===== src/rtl/battery_voltage_monitor_assert.svh =====
// ----------------------------------------------------------------------------
// Battery voltage monitor assertion macros
// Shorthand for the concurrent checks at the end of the top level. The
// module that takes this header provides clock and reset.
// ----------------------------------------------------------------------------
`ifndef BATTERY_VOLTAGE_MONITOR_ASSERT_SVH
`define BATTERY_VOLTAGE_MONITOR_ASSERT_SVH

// cons must hold in the same cycle as ante
`define BVM_ASSERT_NOW(label, ante, cons, msg) \
   label: assert property (@(posedge clock) disable iff (reset) (ante) |-> (cons)) \
      else $error(msg);

// cons must hold in the cycle after ante
`define BVM_ASSERT_NEXT(label, ante, cons, msg) \
   label: assert property (@(posedge clock) disable iff (reset) (ante) |=> (cons)) \
      else $error(msg);

`endif


===== src/rtl/bvm_pkg.sv =====
// ----------------------------------------------------------------------------
// Battery voltage monitor package
// Beat types, register map, divider interface and fixed-point constants.
// ----------------------------------------------------------------------------
package bvm_pkg;

   localparam int AdcWidth     = 12;
   localparam int TimeWidth    = 32;
   localparam int CvWidth      = 14;
   localparam int ScaleWidth   = 24;
   localparam int BrightWidth  = 8;
   localparam int PixWidth     = 6;
   localparam int IvalWidth    = 16;
   localparam int TotalWidth   = 16;
   localparam int MaxPixels    = 32;

   localparam int CsrAddrWidth = 5;
   localparam int CsrDataWidth = 32;

   // register reset values
   localparam logic [CvWidth-1:0]     MinCvReset     = 14'd3300;
   localparam logic [CvWidth-1:0]     MaxCvReset     = 14'd4200;
   localparam logic [ScaleWidth-1:0]  VoltScaleReset = 24'd131072;
   localparam logic [BrightWidth-1:0] MaxBrightReset = 8'd255;
   localparam logic [PixWidth-1:0]    PixCountReset  = 6'd8;
   localparam logic [IvalWidth-1:0]   CheckIvalReset = 16'd300;
   localparam logic [IvalWidth-1:0]   WarnIvalReset  = 16'd5000;

   // floor(r / 10) = (r * DecRecip) >> DecShift, exact for 14-bit r
   localparam int                     DecShift  = 18;
   localparam logic [14:0]            DecRecip  = 15'd26215;
   // floor(x / 100) = (x * PctRecip) >> PctShift, exact for x <= 99 * 255
   localparam int                     PctShift  = 19;
   localparam logic [12:0]            PctRecip  = 13'd5243;
   localparam logic [6:0]             PctScale  = 7'd100;

   // shared divider: quotient below 2^DivSteps, one bit per cycle
   localparam int DivSteps    = 7;
   localparam int DivNumWidth = 21;
   localparam int DivDenWidth = CvWidth;

   typedef enum logic [2:0] {
      CsrMinCv      = 3'd0,
      CsrMaxCv      = 3'd1,
      CsrVoltScale  = 3'd2,
      CsrMaxBright  = 3'd3,
      CsrPixelCount = 3'd4,
      CsrCheckIval  = 3'd5,
      CsrWarnIval   = 3'd6
   } csr_index_type;

   typedef struct packed {
      logic [AdcWidth-1:0]  adc_sample;
      logic [TimeWidth-1:0] now_ms;
   } bvm_req_type;

   typedef struct packed {
      logic                   checked;
      logic                   alarm;
      logic                   warn_beep;
      logic [AdcWidth-1:0]    average_adc;
      logic [CvWidth-1:0]     centivolts;
      logic [PixWidth-1:0]    full_pixels;
      logic [BrightWidth-1:0] partial_green;
      logic                   all_red;
   } bvm_rsp_type;

   typedef struct packed {
      logic                   start;
      logic [DivNumWidth-1:0] dividend;
      logic [DivDenWidth-1:0] divisor;
   } div_req_type;

   typedef struct packed {
      logic                   done;
      logic [DivSteps-1:0]    quotient;
      logic [DivDenWidth-1:0] remainder;
   } div_rsp_type;

endpackage


===== src/rtl/bvm_div.sv =====
// ----------------------------------------------------------------------------
// Battery voltage monitor divider
// Restoring divider, one quotient bit per cycle; done pulses for one cycle
// once the last quotient bit is in. Caller keeps the quotient below 2^DivSteps.
// ----------------------------------------------------------------------------
module bvm_div
   import bvm_pkg::*;
(
   input  logic        clock,
   input  logic        reset,
   input  div_req_type div_req,
   output div_rsp_type div_rsp
);

   localparam int CntWidth = $clog2(DivSteps);

   logic [DivNumWidth-1:0] rem_ff, rem_in;
   logic [DivNumWidth-1:0] den_ff, den_in;
   logic [DivSteps-1:0]    quot_ff, quot_in;
   logic [CntWidth-1:0]    cnt_ff, cnt_in;
   logic                   busy_ff, busy_in;
   logic                   done_ff, done_in;
   logic [DivNumWidth:0]   trial;

   assign trial = {1'b0, rem_ff} - {1'b0, den_ff};

   always_comb begin
      rem_in  = rem_ff;
      den_in  = den_ff;
      quot_in = quot_ff;
      cnt_in  = cnt_ff;
      busy_in = busy_ff;
      done_in = 1'b0;
      if (div_req.start) begin
         rem_in  = div_req.dividend;
         den_in  = DivNumWidth'({div_req.divisor, {(DivSteps-1){1'b0}}});
         quot_in = '0;
         cnt_in  = '0;
         busy_in = 1'b1;
      end else if (busy_ff) begin
         if (!trial[DivNumWidth]) begin
            rem_in  = trial[DivNumWidth-1:0];
            quot_in = {quot_ff[DivSteps-2:0], 1'b1};
         end else begin
            quot_in = {quot_ff[DivSteps-2:0], 1'b0};
         end
         den_in = den_ff >> 1;
         cnt_in = cnt_ff + 1'b1;
         if (cnt_ff == CntWidth'(DivSteps - 1)) begin
            busy_in = 1'b0;
            done_in = 1'b1;
         end
      end
   end

   always_ff @(posedge clock) begin
      rem_ff  <= rem_in;
      den_ff  <= den_in;
      quot_ff <= quot_in;
      cnt_ff  <= cnt_in;
      if (reset) begin
         busy_ff <= 1'b0;
         done_ff <= 1'b0;
      end else begin
         busy_ff <= busy_in;
         done_ff <= done_in;
      end
   end

   assign div_rsp.done      = done_ff;
   assign div_rsp.quotient  = quot_ff;
   assign div_rsp.remainder = rem_ff[DivDenWidth-1:0];

endmodule


===== src/rtl/battery_voltage_monitor.sv =====
// ----------------------------------------------------------------------------
// Battery voltage monitor
// Moving average of converter samples, scaled to centivolts, with limit
// alarm, rate-limited low warning and bar-graph level.
// ----------------------------------------------------------------------------
//
//   channel  direction  handshake                      beat
//   req_     in         req_valid / req_stall          adc_sample, now_ms
//   rsp_     out        rsp_valid / rsp_stall          one result per req beat
//   csr      in/out     psel, penable, pwrite, pready  32-bit register access
//
// A req beat is taken only while the sequencer is idle. An ignored beat
// (check interval not passed) goes from S_READ straight to S_DONE; a checked
// beat passes S_AVG, S_SCALE, S_EVAL and S_BAR, and one with a partial pixel
// also waits in S_DIV1 and S_DIV2 on two 7-step divides in the shared divider.
// The result sits in an output register; a stalled rsp holds it while the
// next req beat is already taken and worked on.
// Synchronous reset clears the ring valid bits, so no clearing pass.
//
`include "battery_voltage_monitor_assert.svh"

module battery_voltage_monitor
   import bvm_pkg::*;
#(
   parameter int WINDOW = 10
) (
   input  logic                    clock,
   input  logic                    reset,
   // request channel
   input  logic                    req_valid,
   output logic                    req_stall,
   input  bvm_req_type             req_data,
   // result channel
   output logic                    rsp_valid,
   input  logic                    rsp_stall,
   output bvm_rsp_type             rsp_data,
   // register port
   input  logic                    psel,
   input  logic                    penable,
   input  logic                    pwrite,
   input  logic [CsrAddrWidth-1:0] paddr,
   input  logic [CsrDataWidth-1:0] pwdata,
   output logic [CsrDataWidth-1:0] prdata,
   output logic                    pready
);

   // ring index and exact reciprocal of WINDOW for 16-bit totals
   localparam int RingAw   = $clog2(WINDOW);
   localparam int AvgShift = TotalWidth + $clog2(WINDOW);
   localparam logic [TotalWidth:0] AvgRecip =
      (TotalWidth+1)'(((64'd1 << AvgShift) + 64'(WINDOW) - 64'd1) / 64'(WINDOW));

   typedef enum logic [3:0] {
      S_IDLE,
      S_READ,
      S_AVG,
      S_SCALE,
      S_EVAL,
      S_BAR,
      S_DIV1,
      S_DIV2,
      S_GREEN,
      S_DONE
   } state_type;

   // ------------------------------------------------------------------------
   // Registers
   // ------------------------------------------------------------------------
   state_type              state_ff, state_in;

   // configuration
   logic [CvWidth-1:0]     min_cv_ff, min_cv_in;
   logic [CvWidth-1:0]     max_cv_ff, max_cv_in;
   logic [ScaleWidth-1:0]  scale_ff, scale_in;
   logic [BrightWidth-1:0] bright_ff, bright_in;
   logic [PixWidth-1:0]    pix_cnt_ff, pix_cnt_in;
   logic [IvalWidth-1:0]   chk_ival_ff, chk_ival_in;
   logic [IvalWidth-1:0]   warn_ival_ff, warn_ival_in;

   // running state
   logic [TotalWidth-1:0]  total_ff, total_in;
   logic [RingAw-1:0]      pos_ff, pos_in;
   logic [TimeWidth-1:0]   last_chk_ff, last_chk_in;
   logic [TimeWidth-1:0]   last_warn_ff, last_warn_in;
   logic [WINDOW-1:0]      ring_vld_ff, ring_vld_in;

   // current beat and datapath
   logic [AdcWidth-1:0]    sample_ff, sample_in;
   logic [TimeWidth-1:0]   now_ff, now_in;
   logic                   skip_ff, skip_in;
   logic [AdcWidth-1:0]    avg_ff, avg_in;
   logic [10:0]            tenth_ff, tenth_in;
   logic [CvWidth-1:0]     cv_ff, cv_in;
   logic [19:0]            sat_lim_ff, sat_lim_in;
   logic [19:0]            prod_ff, prod_in;
   logic                   below_ff, below_in;
   logic                   alarm_ff, alarm_in;
   logic                   warn_ff, warn_in;
   logic [PixWidth-1:0]    full_ff, full_in;
   logic [14:0]            gp_ff, gp_in;
   logic [BrightWidth-1:0] green_ff, green_in;

   // output register
   logic                   rsp_valid_ff, rsp_valid_in;
   bvm_rsp_type            rsp_data_ff, rsp_data_in;

   // sample ring
   logic [AdcWidth-1:0]    ring_mem [WINDOW];
   logic [AdcWidth-1:0]    rd_data_ff;
   logic                   ring_we;

   // ------------------------------------------------------------------------
   // Datapath terms
   // ------------------------------------------------------------------------
   logic [PixWidth-1:0]    pixels;
   logic [CvWidth-1:0]     range_u;
   logic                   flat;
   logic [TimeWidth-1:0]   elapsed_chk;
   logic                   skip_calc;
   logic [AdcWidth-1:0]    old_sample;
   logic [TotalWidth-1:0]  total_next;
   logic [2*TotalWidth:0]  avg_prod;
   logic [28:0]            tenth_prod;
   logic [35:0]            scaled;
   logic [CvWidth-1:0]     cv_sat;
   logic [19:0]            sat_prod;
   logic [14:0]            warn_level;
   logic [TimeWidth-1:0]   elapsed_warn;
   logic                   warn_due;
   logic                   cv_low;
   logic                   cv_high;
   logic                   warn_calc;
   logic [CvWidth-1:0]     diff;
   logic [19:0]            prod_calc;
   logic [DivNumWidth-1:0] rem100;
   logic [14:0]            gp_calc;
   logic [27:0]            green_prod;
   logic                   bar_sat;
   logic                   rsp_load;
   logic                   cfg_write;
   csr_index_type          csr_idx;
   div_req_type            div_req;
   div_rsp_type            div_rsp;

   // pixel count clamps to what the bar can hold
   assign pixels  = (pix_cnt_ff > PixWidth'(MaxPixels)) ? PixWidth'(MaxPixels) : pix_cnt_ff;
   assign range_u = max_cv_ff - min_cv_ff;
   assign flat    = (max_cv_ff <= min_cv_ff);

   // interval check on the incoming beat, modulo 2^32
   assign elapsed_chk = req_data.now_ms - last_chk_ff;
   assign skip_calc   = (elapsed_chk < TimeWidth'(chk_ival_ff));

   // running total: drop the oldest entry, add the new sample
   assign old_sample = ring_vld_ff[pos_ff] ? rd_data_ff : '0;
   assign total_next = total_ff - TotalWidth'(old_sample) + TotalWidth'(sample_ff);

   assign avg_prod   = (2*TotalWidth+1)'(total_ff) * (2*TotalWidth+1)'(AvgRecip);
   assign tenth_prod = 29'(range_u) * 29'(DecRecip);

   // Q16 scale, saturate to 14 bits
   assign scaled = 36'(avg_ff) * 36'(scale_ff);
   assign cv_sat = (|scaled[35:30]) ? '1 : scaled[29:16];

   // saturation point of the bar: pixels * range
   assign sat_prod = 20'(pixels) * 20'(range_u);

   assign warn_level   = 15'(min_cv_ff) + 15'(tenth_ff);
   assign elapsed_warn = now_ff - last_warn_ff;
   assign warn_due     = (elapsed_warn > TimeWidth'(warn_ival_ff));
   assign cv_low       = (cv_ff < min_cv_ff);
   assign cv_high      = (cv_ff > max_cv_ff);
   // warning only inside the limits, so range is never negative here
   assign warn_calc    = !cv_low && !cv_high && (15'(cv_ff) < warn_level) && warn_due;

   assign diff      = cv_ff - min_cv_ff;
   assign prod_calc = 20'(diff) * 20'(pixels);
   assign bar_sat   = flat || (prod_ff >= sat_lim_ff);

   assign rem100     = DivNumWidth'(div_rsp.remainder) * DivNumWidth'(PctScale);
   assign gp_calc    = 15'(div_rsp.quotient) * 15'(bright_ff);
   assign green_prod = 28'(gp_ff) * 28'(PctRecip);

   // ------------------------------------------------------------------------
   // Shared divider: prod / range, then remainder * 100 / range
   // ------------------------------------------------------------------------
   always_comb begin
      div_req.start    = 1'b0;
      div_req.dividend = DivNumWidth'(prod_ff);
      div_req.divisor  = range_u;
      if (state_ff == S_BAR) begin
         div_req.start = !below_ff && !bar_sat;
      end else if (state_ff == S_DIV1) begin
         div_req.start    = div_rsp.done;
         div_req.dividend = rem100;
      end
   end

   bvm_div u_div (
      .clock   (clock),
      .reset   (reset),
      .div_req (div_req),
      .div_rsp (div_rsp)
   );

   // ------------------------------------------------------------------------
   // Register port
   // ------------------------------------------------------------------------
   assign pready    = 1'b1;
   assign cfg_write = psel && penable && pwrite;
   assign csr_idx   = csr_index_type'(paddr[CsrAddrWidth-1:2]);

   always_comb begin
      case (csr_idx)
         CsrMinCv:      prdata = CsrDataWidth'(min_cv_ff);
         CsrMaxCv:      prdata = CsrDataWidth'(max_cv_ff);
         CsrVoltScale:  prdata = CsrDataWidth'(scale_ff);
         CsrMaxBright:  prdata = CsrDataWidth'(bright_ff);
         CsrPixelCount: prdata = CsrDataWidth'(pix_cnt_ff);
         CsrCheckIval:  prdata = CsrDataWidth'(chk_ival_ff);
         CsrWarnIval:   prdata = CsrDataWidth'(warn_ival_ff);
         default:       prdata = '0;
      endcase
   end

   // ------------------------------------------------------------------------
   // Sequencer
   // ------------------------------------------------------------------------
   assign req_stall = (state_ff != S_IDLE);
   assign rsp_load  = (state_ff == S_DONE) && (!rsp_valid_ff || !rsp_stall);

   always_comb begin
      state_in     = state_ff;
      min_cv_in    = min_cv_ff;
      max_cv_in    = max_cv_ff;
      scale_in     = scale_ff;
      bright_in    = bright_ff;
      pix_cnt_in   = pix_cnt_ff;
      chk_ival_in  = chk_ival_ff;
      warn_ival_in = warn_ival_ff;
      total_in     = total_ff;
      pos_in       = pos_ff;
      last_chk_in  = last_chk_ff;
      last_warn_in = last_warn_ff;
      ring_vld_in  = ring_vld_ff;
      sample_in    = sample_ff;
      now_in       = now_ff;
      skip_in      = skip_ff;
      avg_in       = avg_ff;
      tenth_in     = tenth_ff;
      cv_in        = cv_ff;
      sat_lim_in   = sat_lim_ff;
      prod_in      = prod_ff;
      below_in     = below_ff;
      alarm_in     = alarm_ff;
      warn_in      = warn_ff;
      full_in      = full_ff;
      gp_in        = gp_ff;
      green_in     = green_ff;
      rsp_valid_in = rsp_valid_ff;
      rsp_data_in  = rsp_data_ff;
      ring_we      = 1'b0;

      if (cfg_write) begin
         case (csr_idx)
            CsrMinCv:      min_cv_in    = pwdata[CvWidth-1:0];
            CsrMaxCv:      max_cv_in    = pwdata[CvWidth-1:0];
            CsrVoltScale:  scale_in     = pwdata[ScaleWidth-1:0];
            CsrMaxBright:  bright_in    = pwdata[BrightWidth-1:0];
            CsrPixelCount: pix_cnt_in   = pwdata[PixWidth-1:0];
            CsrCheckIval:  chk_ival_in  = pwdata[IvalWidth-1:0];
            CsrWarnIval:   warn_ival_in = pwdata[IvalWidth-1:0];
            default: ;
         endcase
      end

      if (rsp_valid_ff && !rsp_stall) begin
         rsp_valid_in = 1'b0;
      end

      case (state_ff)
         S_IDLE: begin
            // ring read for the current position is issued on this edge too
            if (req_valid) begin
               sample_in = req_data.adc_sample;
               now_in    = req_data.now_ms;
               skip_in   = skip_calc;
               state_in  = S_READ;
            end
         end
         S_READ: begin
            if (skip_ff) begin
               state_in = S_DONE;
            end else begin
               total_in            = total_next;
               ring_we             = 1'b1;
               ring_vld_in[pos_ff] = 1'b1;
               pos_in              = (pos_ff == RingAw'(WINDOW - 1)) ? '0 : pos_ff + 1'b1;
               last_chk_in         = now_ff;
               state_in            = S_AVG;
            end
         end
         S_AVG: begin
            avg_in   = AdcWidth'(avg_prod >> AvgShift);
            tenth_in = 11'(tenth_prod >> DecShift);
            state_in = S_SCALE;
         end
         S_SCALE: begin
            cv_in      = cv_sat;
            sat_lim_in = sat_prod;
            state_in   = S_EVAL;
         end
         S_EVAL: begin
            alarm_in = cv_low || cv_high;
            below_in = cv_low;
            warn_in  = warn_calc;
            if (warn_calc) begin
               last_warn_in = now_ff;
            end
            prod_in  = prod_calc;
            full_in  = '0;
            green_in = '0;
            state_in = S_BAR;
         end
         S_BAR: begin
            if (below_ff) begin
               state_in = S_DONE;
            end else if (bar_sat) begin
               full_in  = pixels;
               state_in = S_DONE;
            end else begin
               state_in = S_DIV1;
            end
         end
         S_DIV1: begin
            if (div_rsp.done) begin
               full_in  = PixWidth'(div_rsp.quotient);
               state_in = S_DIV2;
            end
         end
         S_DIV2: begin
            if (div_rsp.done) begin
               gp_in    = gp_calc;
               state_in = S_GREEN;
            end
         end
         S_GREEN: begin
            green_in = BrightWidth'(green_prod >> PctShift);
            state_in = S_DONE;
         end
         S_DONE: begin
            if (rsp_load) begin
               rsp_valid_in              = 1'b1;
               rsp_data_in.checked       = 1'b1;
               rsp_data_in.alarm         = alarm_ff;
               rsp_data_in.warn_beep     = warn_ff;
               rsp_data_in.average_adc   = avg_ff;
               rsp_data_in.centivolts    = cv_ff;
               rsp_data_in.full_pixels   = full_ff;
               rsp_data_in.partial_green = green_ff;
               rsp_data_in.all_red       = below_ff;
               // ignored beat: every field zero
               if (skip_ff) begin
                  rsp_data_in = '0;
               end
               state_in = S_IDLE;
            end
         end
         default: state_in = S_IDLE;
      endcase
   end

   always_ff @(posedge clock) begin
      sample_ff   <= sample_in;
      now_ff      <= now_in;
      skip_ff     <= skip_in;
      avg_ff      <= avg_in;
      tenth_ff    <= tenth_in;
      cv_ff       <= cv_in;
      sat_lim_ff  <= sat_lim_in;
      prod_ff     <= prod_in;
      below_ff    <= below_in;
      alarm_ff    <= alarm_in;
      warn_ff     <= warn_in;
      full_ff     <= full_in;
      gp_ff       <= gp_in;
      green_ff    <= green_in;
      rsp_data_ff <= rsp_data_in;
      if (reset) begin
         state_ff     <= S_IDLE;
         min_cv_ff    <= MinCvReset;
         max_cv_ff    <= MaxCvReset;
         scale_ff     <= VoltScaleReset;
         bright_ff    <= MaxBrightReset;
         pix_cnt_ff   <= PixCountReset;
         chk_ival_ff  <= CheckIvalReset;
         warn_ival_ff <= WarnIvalReset;
         total_ff     <= '0;
         pos_ff       <= '0;
         last_chk_ff  <= '0;
         last_warn_ff <= '0;
         ring_vld_ff  <= '0;
         rsp_valid_ff <= 1'b0;
      end else begin
         state_ff     <= state_in;
         min_cv_ff    <= min_cv_in;
         max_cv_ff    <= max_cv_in;
         scale_ff     <= scale_in;
         bright_ff    <= bright_in;
         pix_cnt_ff   <= pix_cnt_in;
         chk_ival_ff  <= chk_ival_in;
         warn_ival_ff <= warn_ival_in;
         total_ff     <= total_in;
         pos_ff       <= pos_in;
         last_chk_ff  <= last_chk_in;
         last_warn_ff <= last_warn_in;
         ring_vld_ff  <= ring_vld_in;
         rsp_valid_ff <= rsp_valid_in;
      end
   end

   // sample ring: one write, one registered read at the ring position
   always_ff @(posedge clock) begin
      if (ring_we) begin
         ring_mem[pos_ff] <= sample_ff;
      end
      rd_data_ff <= ring_mem[pos_ff];
   end

   assign rsp_valid = rsp_valid_ff;
   assign rsp_data  = rsp_data_ff;

   // ------------------------------------------------------------------------
   // Checks
   // ------------------------------------------------------------------------
   `BVM_ASSERT_NEXT(a_accept_starts, req_valid && !req_stall, state_ff == S_READ, "accepted beat did not start the sequencer")
   `BVM_ASSERT_NEXT(a_skip_keeps_ring, state_ff == S_READ && skip_ff, $stable(total_ff) && $stable(pos_ff) && $stable(last_chk_ff), "ignored beat changed the ring state")
   `BVM_ASSERT_NOW(a_div_done_waited, div_rsp.done, state_ff == S_DIV1 || state_ff == S_DIV2, "divider finished outside a wait state")
   `BVM_ASSERT_NEXT(a_load_checked, rsp_load, rsp_valid && (rsp_data.checked == !$past(skip_ff)), "result checked flag does not match the interval test")
   `BVM_ASSERT_NOW(a_red_is_alarm, rsp_valid && rsp_data.all_red, rsp_data.alarm && (rsp_data.full_pixels == '0) && (rsp_data.partial_green == '0), "all red result without alarm or with lit bar")

endmodule

===== config.mk =====
export PLATFORM = sky130hd
export DESIGN_NAME = battery_voltage_monitor
export DESIGN_NICKNAME = d
export VERILOG_FILES = /design/src/rtl/bvm_pkg.sv /design/src/rtl/bvm_div.sv /design/src/rtl/battery_voltage_monitor.sv
export VERILOG_INCLUDE_DIRS = /design/src /design/src/rtl
export SDC_FILE = /design/constraint.sdc
export NUM_CORES = 2
export LEC_CHECK = 0
export BUFFER_PORTS_ARGS = -buffer_cell sky130_fd_sc_hd__buf_4
export CELL_PAD_IN_SITES_DETAIL_PLACEMENT = 0
export CELL_PAD_IN_SITES_GLOBAL_PLACEMENT = 1
export CORE_ASPECT_RATIO = 0.7
export CORE_MARGIN = 5
export CORE_UTILIZATION = 45
export DETAILED_ROUTE_END_ITERATION = 10
export GPL_ROUTABILITY_DRIVEN = 0
export PLACE_DENSITY = 0.72
export SLEW_MARGIN = 30
export SYNTH_ARGS = -nofsm -noshare
export SYNTH_HDL_FRONTEND = slang
export SYNTH_SLANG_ARGS = --single-unit

===== constraint.sdc =====
create_clock -name clock -period 17 [get_ports clock]
set_clock_uncertainty 0.05 [all_clocks]
set_input_delay 3.4 -clock clock [delete_from_list [all_inputs] [get_ports clock]]
set_output_delay 3.4 -clock clock [all_outputs]
set_load 0.01 [all_outputs]

== Word-level counts from Yosys, hierarchy flattened ==
Memory sizes are Yosys's and may differ from the RTL's. A register that Yosys moved wholly into a read port is not among the register bits.
Index checks and enable logic that the tools add are counted.
W data, S select, Z words.
Word-level totals
  output and inout bits: 79
  flip-flop bits (word level): 448
  RAM bits: 120
  memories: 1
Memory list
  ring_mem: depth 10, bits a word 12, rd ports 1, clocked after Yosys merged registers in 1, write ports 1, line battery_voltage_monitor.sv:108  | logic [AdcWidth-1:0] ring_mem [WINDOW];
Operators by class
  mux-type cells: 42
  order comparisons: 10
  equal/unequal tests: 24
  multiply operators: 8
  bitwise logic cells: 3
  reduce and logical (&&, ||, !) cells: 41
  add/subtract/negate cells: 10
Operators by type and width (count)
  $pmux W24 S7: 1
  $mux W21: 4
  $sub A32 B32 Y32: 2
  $mux W44: 1
  $mux W20: 2
  $pmux W4 S10: 1
  $mul A12 B24 Y36: 1
  $gt A32 B16 Y1: 1
  $lt A32 B16 Y1: 1
  $mux W4: 8
  $mul A16 B16 Y31 const B: 1
  $mul A14 B15 Y29 const B: 1
  $sub A14 B14 Y14: 2
  $mul A15 B13 Y27 const B: 1
  $reduce_and A2 Y1: 13
  $mux W6: 4
  $mux W22: 1
  $sub A21 B20 Y22: 1
  $ge A20 B20 Y1: 1
  $mul A14 B6 Y20: 1
  $mul A6 B14 Y20: 1
  $mul A14 B5 Y19 const B: 1
  $pmux W6 S3: 1
  $add A16 B12 Y16: 1
  39 further kinds: 86

== Depth between registers and ports, before layout ==
  word-level depth: 7
  gate-level depth with buffers: 37

== By module ==
From an unflattened synthesis, not the netlist that was laid out.
Unflattened totals
  cell total of the unflattened synthesis: 6151
  area, all modules: 58414.8 um2
By module, submodules not included
  battery_voltage_monitor: seq. area each 13733.2 um2, cells an instance 5778, times used 1, area an instance 54931.4 um2
  bvm_div: seq. area each 1411.4 um2, cells an instance 373, times used 1, area an instance 3483.3 um2

== Worst setup path after synthesis ==
OpenSTA, ideal clock, no wires.
  kind: register to register
  from: reg min_cv_ff[1]
  to: reg tenth_ff[10] (data pin)
  cell stages (with the launch flop): 36
  arrival: 8.381 ns
  period minus slack after synthesis: 8.691 ns
  path buffers: 0
  setup slack: 8.309 ns
  path through: dfxtp_1 -> inv_1 -> fa_1 -> a21o_1 -> a21oi_1 -> nor2_1 -> a211o_1 -> o31a_1 -> nand3_1 -> nand2_1 -> a21o_1 -> a21o_1 -> xnor2_1 -> inv_1 -> fa_1 -> fa_1 -> inv_1 -> fa_1 -> fa_1 -> inv_1 -> fa_1 -> inv_1 -> fa_1 -> inv_1 -> ha_1 -> and4_1 -> a211oi_1 -> o221ai_1 -> o22ai_1 -> o2111ai_1 -> a31o_2 -> a21o_1 -> a21oi_1 -> o21bai_1 -> a21oi_1 -> xnor2_1
Between the ends
  cells in the longest elaborated chain, start to end: 2
RTL lines
  start, declared: line battery_voltage_monitor.sv:72  | logic [CvWidth-1:0] min_cv_ff, min_cv_in;
  start signal, assigned: line battery_voltage_monitor.sv:391  | min_cv_ff <= MinCvReset;
  start signal, assigned: line battery_voltage_monitor.sv:406  | min_cv_ff <= min_cv_in;
  $sub A14 B14 Y14: line battery_voltage_monitor.sv:147  | assign range_u = max_cv_ff - min_cv_ff;
  $mul A14 B15 Y29: line battery_voltage_monitor.sv:159  | assign tenth_prod = 29'(range_u) * 29'(DecRecip);
  via tenth_prod[28]: line battery_voltage_monitor.sv:123  | logic [28:0] tenth_prod;
  end signal, assigned: line battery_voltage_monitor.sv:378  | tenth_ff <= tenth_in;
  end, declared: line battery_voltage_monitor.sv:92  | logic [10:0] tenth_ff, tenth_in;
The timed path passes the listed nets, and every way through them passes these cells.
A chain may end at the register's enable or synchronous reset.

== Final worst setup path ==
  from: reg min_cv_ff[0]
  to: reg tenth_ff[10] (data pin)
The elaborated chain is that of the path after synthesis.

==> impl_metrics.sql <==
INSERT INTO impl_metrics (metric_group, metric, value, unit) VALUES
('outcome', 'status', 'completed', ''),
('die', 'die_y', '309', 'µm'),
('die', 'core_area', '126000', 'µm²'),
('worst_setup_path', 'cp_common_cell', 'sky130_fd_sc_hd__fa_1', ''),
('worst_setup_path', 'worst_r2r_startpoint', 'min_cv_ff[0]', ''),
('clock_tree', 'cts_htree_levels', '3', ''),
('die', 'rows', '109', ''),
('worst_setup_path', 'peak_fanout_along_the_critical_path', '7', ''),
('power_and_ir_drop', 'cellPowerDensity', '112', 'nW/µm²'),
('global_routing', 'grt_start_max_net_pins', '73', ''),
('worst_setup_path', 'crit_path_top_delay_cell', 'sky130_fd_sc_hd__xnor2_1', ''),
('power_and_ir_drop', 'power.sequential.fraction', '28.1', '%'),
('clock_tree', 'cts.repair_timing.setup_buffer_count', '0', ''),
('power_and_ir_drop', 'pwr-share-comb', '50.7', '%'),
('synthesis', 'share_of_synthesized_registers_carrying_an_async_set_or_reset', '0', '%'),
('worst_hold_path', 'timing.hold.worst.class', 'flip-flop to flip-flop', ''),
('global_routing', 'grt_overflow_total', '0', ''),
('power_and_ir_drop', 'clockPowerShare', '21.2', '%'),
('layout', 'final-seq-area', '15100', 'µm²'),
('clock_tree', 'insertion_delay', '670', 'ps'),
('route', 'route.detailed.drc', '0', ''),
('global_routing', 'grtUsageMet2', '34.3', '%'),
('worst_setup_path', 'timing.critical_path.required', '17370', 'ps'),
('synthesis', 'register_bit_count_reported_by_yosys', '580', ''),
('timing', 'rsz0062_at_grt', 'no', ''),
('timing', 'maxSlewHeadroom', '35.6', '%'),
('layout', 'drive_gt1_share', '6.77', '%'),
('placed_design', 'post_dp_cell_area', '60300', 'µm²'),
('synthesis', 'synth.lib_cells_used.distinct', '95', ''),
('global_routing', 'globalRouteTotalUtil', '23.1', '%'),
('timing', 'hold_vio_cnt_final', '0', ''),
('timing', 'worst_slew_pin_slew', '965', 'ps'),
('die', 'floorplan.initialDensity', '45.4', '%'),
('worst_setup_path', 'timing.critical_path.arrival', '10330', 'ps'),
('layout', 'layout.nets', '7493', ''),
('die', 'fp.dieArea', '135000', 'µm²'),
('global_routing', 'wire_length_of_the_first_global_routing_pass', '243000', 'µm'),
('timing', 'post-route-period-util', '58.6', '%'),
('timing', 'setup-violations-final', '0', ''),
('timing', 'slew_viol_final', '0', ''),
('synthesis', 'ys.warnings.count', '0', ''),
('route', 'route.detailed.wl_per_inst', '19.8', 'µm'),
('layout', 'multiInputGateArea', '37700', 'µm²'),
('route', 'number_of_vias_per_cell', '5.32', ''),
('worst_setup_path', 'worst_setup_path_end_kind', 'flip-flop', ''),
('route', 'drt-pass1-iter-count', '6', ''),
('global_routing', 'first_global_vias', '41200', ''),
('placed_design', 'number_of_buffers_added_on_ports', '147', ''),
('clock_tree', 'ctsLongestPathBuffers', '3', ''),
('synthesis', 'yosys_most_used_dff', 'sky130_fd_sc_hd__edfxtp_1', ''),
('global_routing', 'gr-usage-met1', '34.9', '%'),
('worst_hold_path', 'hp-start', 'last_chk_ff[16]', ''),
('global_routing', 'antenna_violations_before_repair', '4', ''),
('layout', 'layout_filler_cell_count', '11800', ''),
('worst_setup_path', 'timing.setup.critical_path_class', 'flip-flop to flip-flop', ''),
('die', 'die_w', '437', 'µm'),
('global_routing', 'use_met3', '4.80', '%'),
('layout', 'most_frequent_standard_cell_in_the_layout_excluding_fill_and_tap_cells', 'sky130_fd_sc_hd__inv_1', ''),
('power_and_ir_drop', 'power.leakage', '0.0283', 'µW'),
('layout', 'final_design_area_no_fill', '62600', 'µm²'),
('power_and_ir_drop', 'vdd_ir_drop_max', '0.222', 'mV'),
('route', 'first_iteration_detailed_routing_drc_count', '2882', ''),
('worst_setup_path', 'start_kind', 'flip-flop', ''),
('synthesis', 'synth-seq-area-share', '26.4', '%'),
('power_and_ir_drop', 'switchingPower', '2970', 'µW'),
('route', 'detail_route.wirelength', '155000', 'µm'),
('worst_setup_path', 'worst_setup_path_startpoint', 'min_cv_ff[0]', ''),
('synthesis', 'synth_enable_flop_cells', '353', ''),
('timing', 'final.min_clock_period', '9960', 'ps'),
('worst_setup_path', 'crit_path_max_incr_delay', '600', 'ps'),
('layout', 'mostFrequentLayoutCells', '1,013 x sky130_fd_sc_hd__inv_1, 819 x sky130_fd_sc_hd__nand2_1, 748 x sky130_fd_sc_hd__ha_1, 583 x sky130_fd_sc_hd__fa_1, 353 x sky130_fd_sc_hd__edfxtp_1', '');
cells by family after synthesis:
family / synth area share [%]
compound gates: 9.59
xor+xnor: 3.04
fa+ha+maj: 36.7
buf+inv: 8.11
flops: 26.4
mux: 2.86
other cells: 0.0131
simple gates: 13.3
power by group through the flow:
| stage | clock network, µW | logic [µW] | registers, µW |
|---|---|---|---|
| global placement | 0 | 3500 | 2010 |
| detailed placement | 0 | 3540 | 2010 |
| floorplan | 0 | 2660 | 1890 |
| global route | 1590 | 4100 | 2000 |
| CTS | 1530 | 3580 | 1980 |
| finish | 1490 | 3560 | 1980 |
sequential cells by signal, indices dropped and copies added, names as in the netlist, 15 cells and up:
signal	cells
warn_ival_ff	16
total_ff	16
last_warn_ff	32
last_chk_ff	32
now_ff	32
u_div.rem_ff	21
ring_mem	120
sat_lim_ff	20
scale_ff	24
u_div.den_ff	20
rsp_data	44
chk_ival_ff	16
gp_ff	15
prod_ff	20
per-stage QoR:
stage	power (µW)	util (%)	setup slack [ps]	instances
after floorplan	4550	-	8310	5997
after detailed placement	5540	47.7	7100	7668
final	7030	49.5	7040	7797
after global placement	5510	47.7	7130	7664
after CTS	7090	49.5	7080	7792
after global routing	7690	49.5	6490	7797
final timing paths:
path,end,cells after the start,slack (ps)
hold / removal,last_chk_ff[16],2,400
hold reg to reg,last_chk_ff[16],2,400
setup reg to reg,tenth_ff[10],36,7040
setup / recovery,tenth_ff[10],36,7040
per-layer routing:
metal	vias up	share of wire, %
li1	19900	-
met1	20400	49
met2	1019	42
met3	148	6.9
met4	2	1.8
met5	-	0.035
area by class of cell:
type | instances | share of cell area, %
flip-flops and latches | 580 | 24.2
diodes | 3 | 0.0120
clock inverters | 35 | 0.551
inverters | 1015 | 6.09
multi-input cells | 4196 | 60.2
clock buffers | 89 | 3.02
well taps | 1665 | 3.33
repair buffers | 214 | 2.61
worst max-delay path: cells and delay by family (launching register included):
family                     cells  cell delay [ps]
adders and majority gates      9             3910
AOI/OAI and AO/OA             15             3430
xor gates and xnor gates       2              690
buffers and inverters          6              600
DFF                            1              510
and+or+nand+nor                4              500
cells in the mapped netlist, types with 7 or more instances:
master                      count  area, µm²
sky130_fd_sc_hd__o211ai_1      34        255
sky130_fd_sc_hd__o21bai_1      26        195
sky130_fd_sc_hd__nor3b_1        7       52.6
sky130_fd_sc_hd__nor3_1        63        315
sky130_fd_sc_hd__o21a_1        35        263
sky130_fd_sc_hd__nor2_1       263        987
sky130_fd_sc_hd__o31ai_1        8       60.1
sky130_fd_sc_hd__mux4_2        29        653
sky130_fd_sc_hd__inv_1       1013       3800
sky130_fd_sc_hd__xor2_1        69        604
sky130_fd_sc_hd__or3_1         24        150
sky130_fd_sc_hd__a21oi_1      342       1710
sky130_fd_sc_hd__a22oi_1       12       90.1
sky130_fd_sc_hd__nor4_1        13       81.3
sky130_fd_sc_hd__or2_2          8       50.1
sky130_fd_sc_hd__nand3_1       61        305
sky130_fd_sc_hd__nand2b_1      41        257
sky130_fd_sc_hd__buf_4          9       67.6
sky130_fd_sc_hd__nand2_1      820       3080
sky130_fd_sc_hd__o21ai_1       13       65.1
sky130_fd_sc_hd__dfxtp_1      227       4540
sky130_fd_sc_hd__fa_1         583      11700
sky130_fd_sc_hd__xnor2_1      130       1140
sky130_fd_sc_hd__o21ai_0      130        651
sky130_fd_sc_hd__or4_1         14        105
sky130_fd_sc_hd__nand4_1       33        206
sky130_fd_sc_hd__mux2i_1       93        931
sky130_fd_sc_hd__ha_1         748       9360
sky130_fd_sc_hd__clkbuf_1     173        649
sky130_fd_sc_hd__buf_2          7       35.0
sky130_fd_sc_hd__a31oi_1       28        175
sky130_fd_sc_hd__and3_1        29        181
sky130_fd_sc_hd__a211oi_1      43        323
sky130_fd_sc_hd__nor2b_1       96        601
sky130_fd_sc_hd__edfxtp_1     353      10600
sky130_fd_sc_hd__a21o_1        73        548
sky130_fd_sc_hd__o221ai_1      12        105
sky130_fd_sc_hd__o22ai_1        9       56.3
sky130_fd_sc_hd__o2111ai_1     10       87.6
sky130_fd_sc_hd__a21boi_0      12       90.1
sky130_fd_sc_hd__and2_1       168       1050
sky130_fd_sc_hd__buf_1         13       48.8
Note: power is estimated with default switching activity, not from simulation.
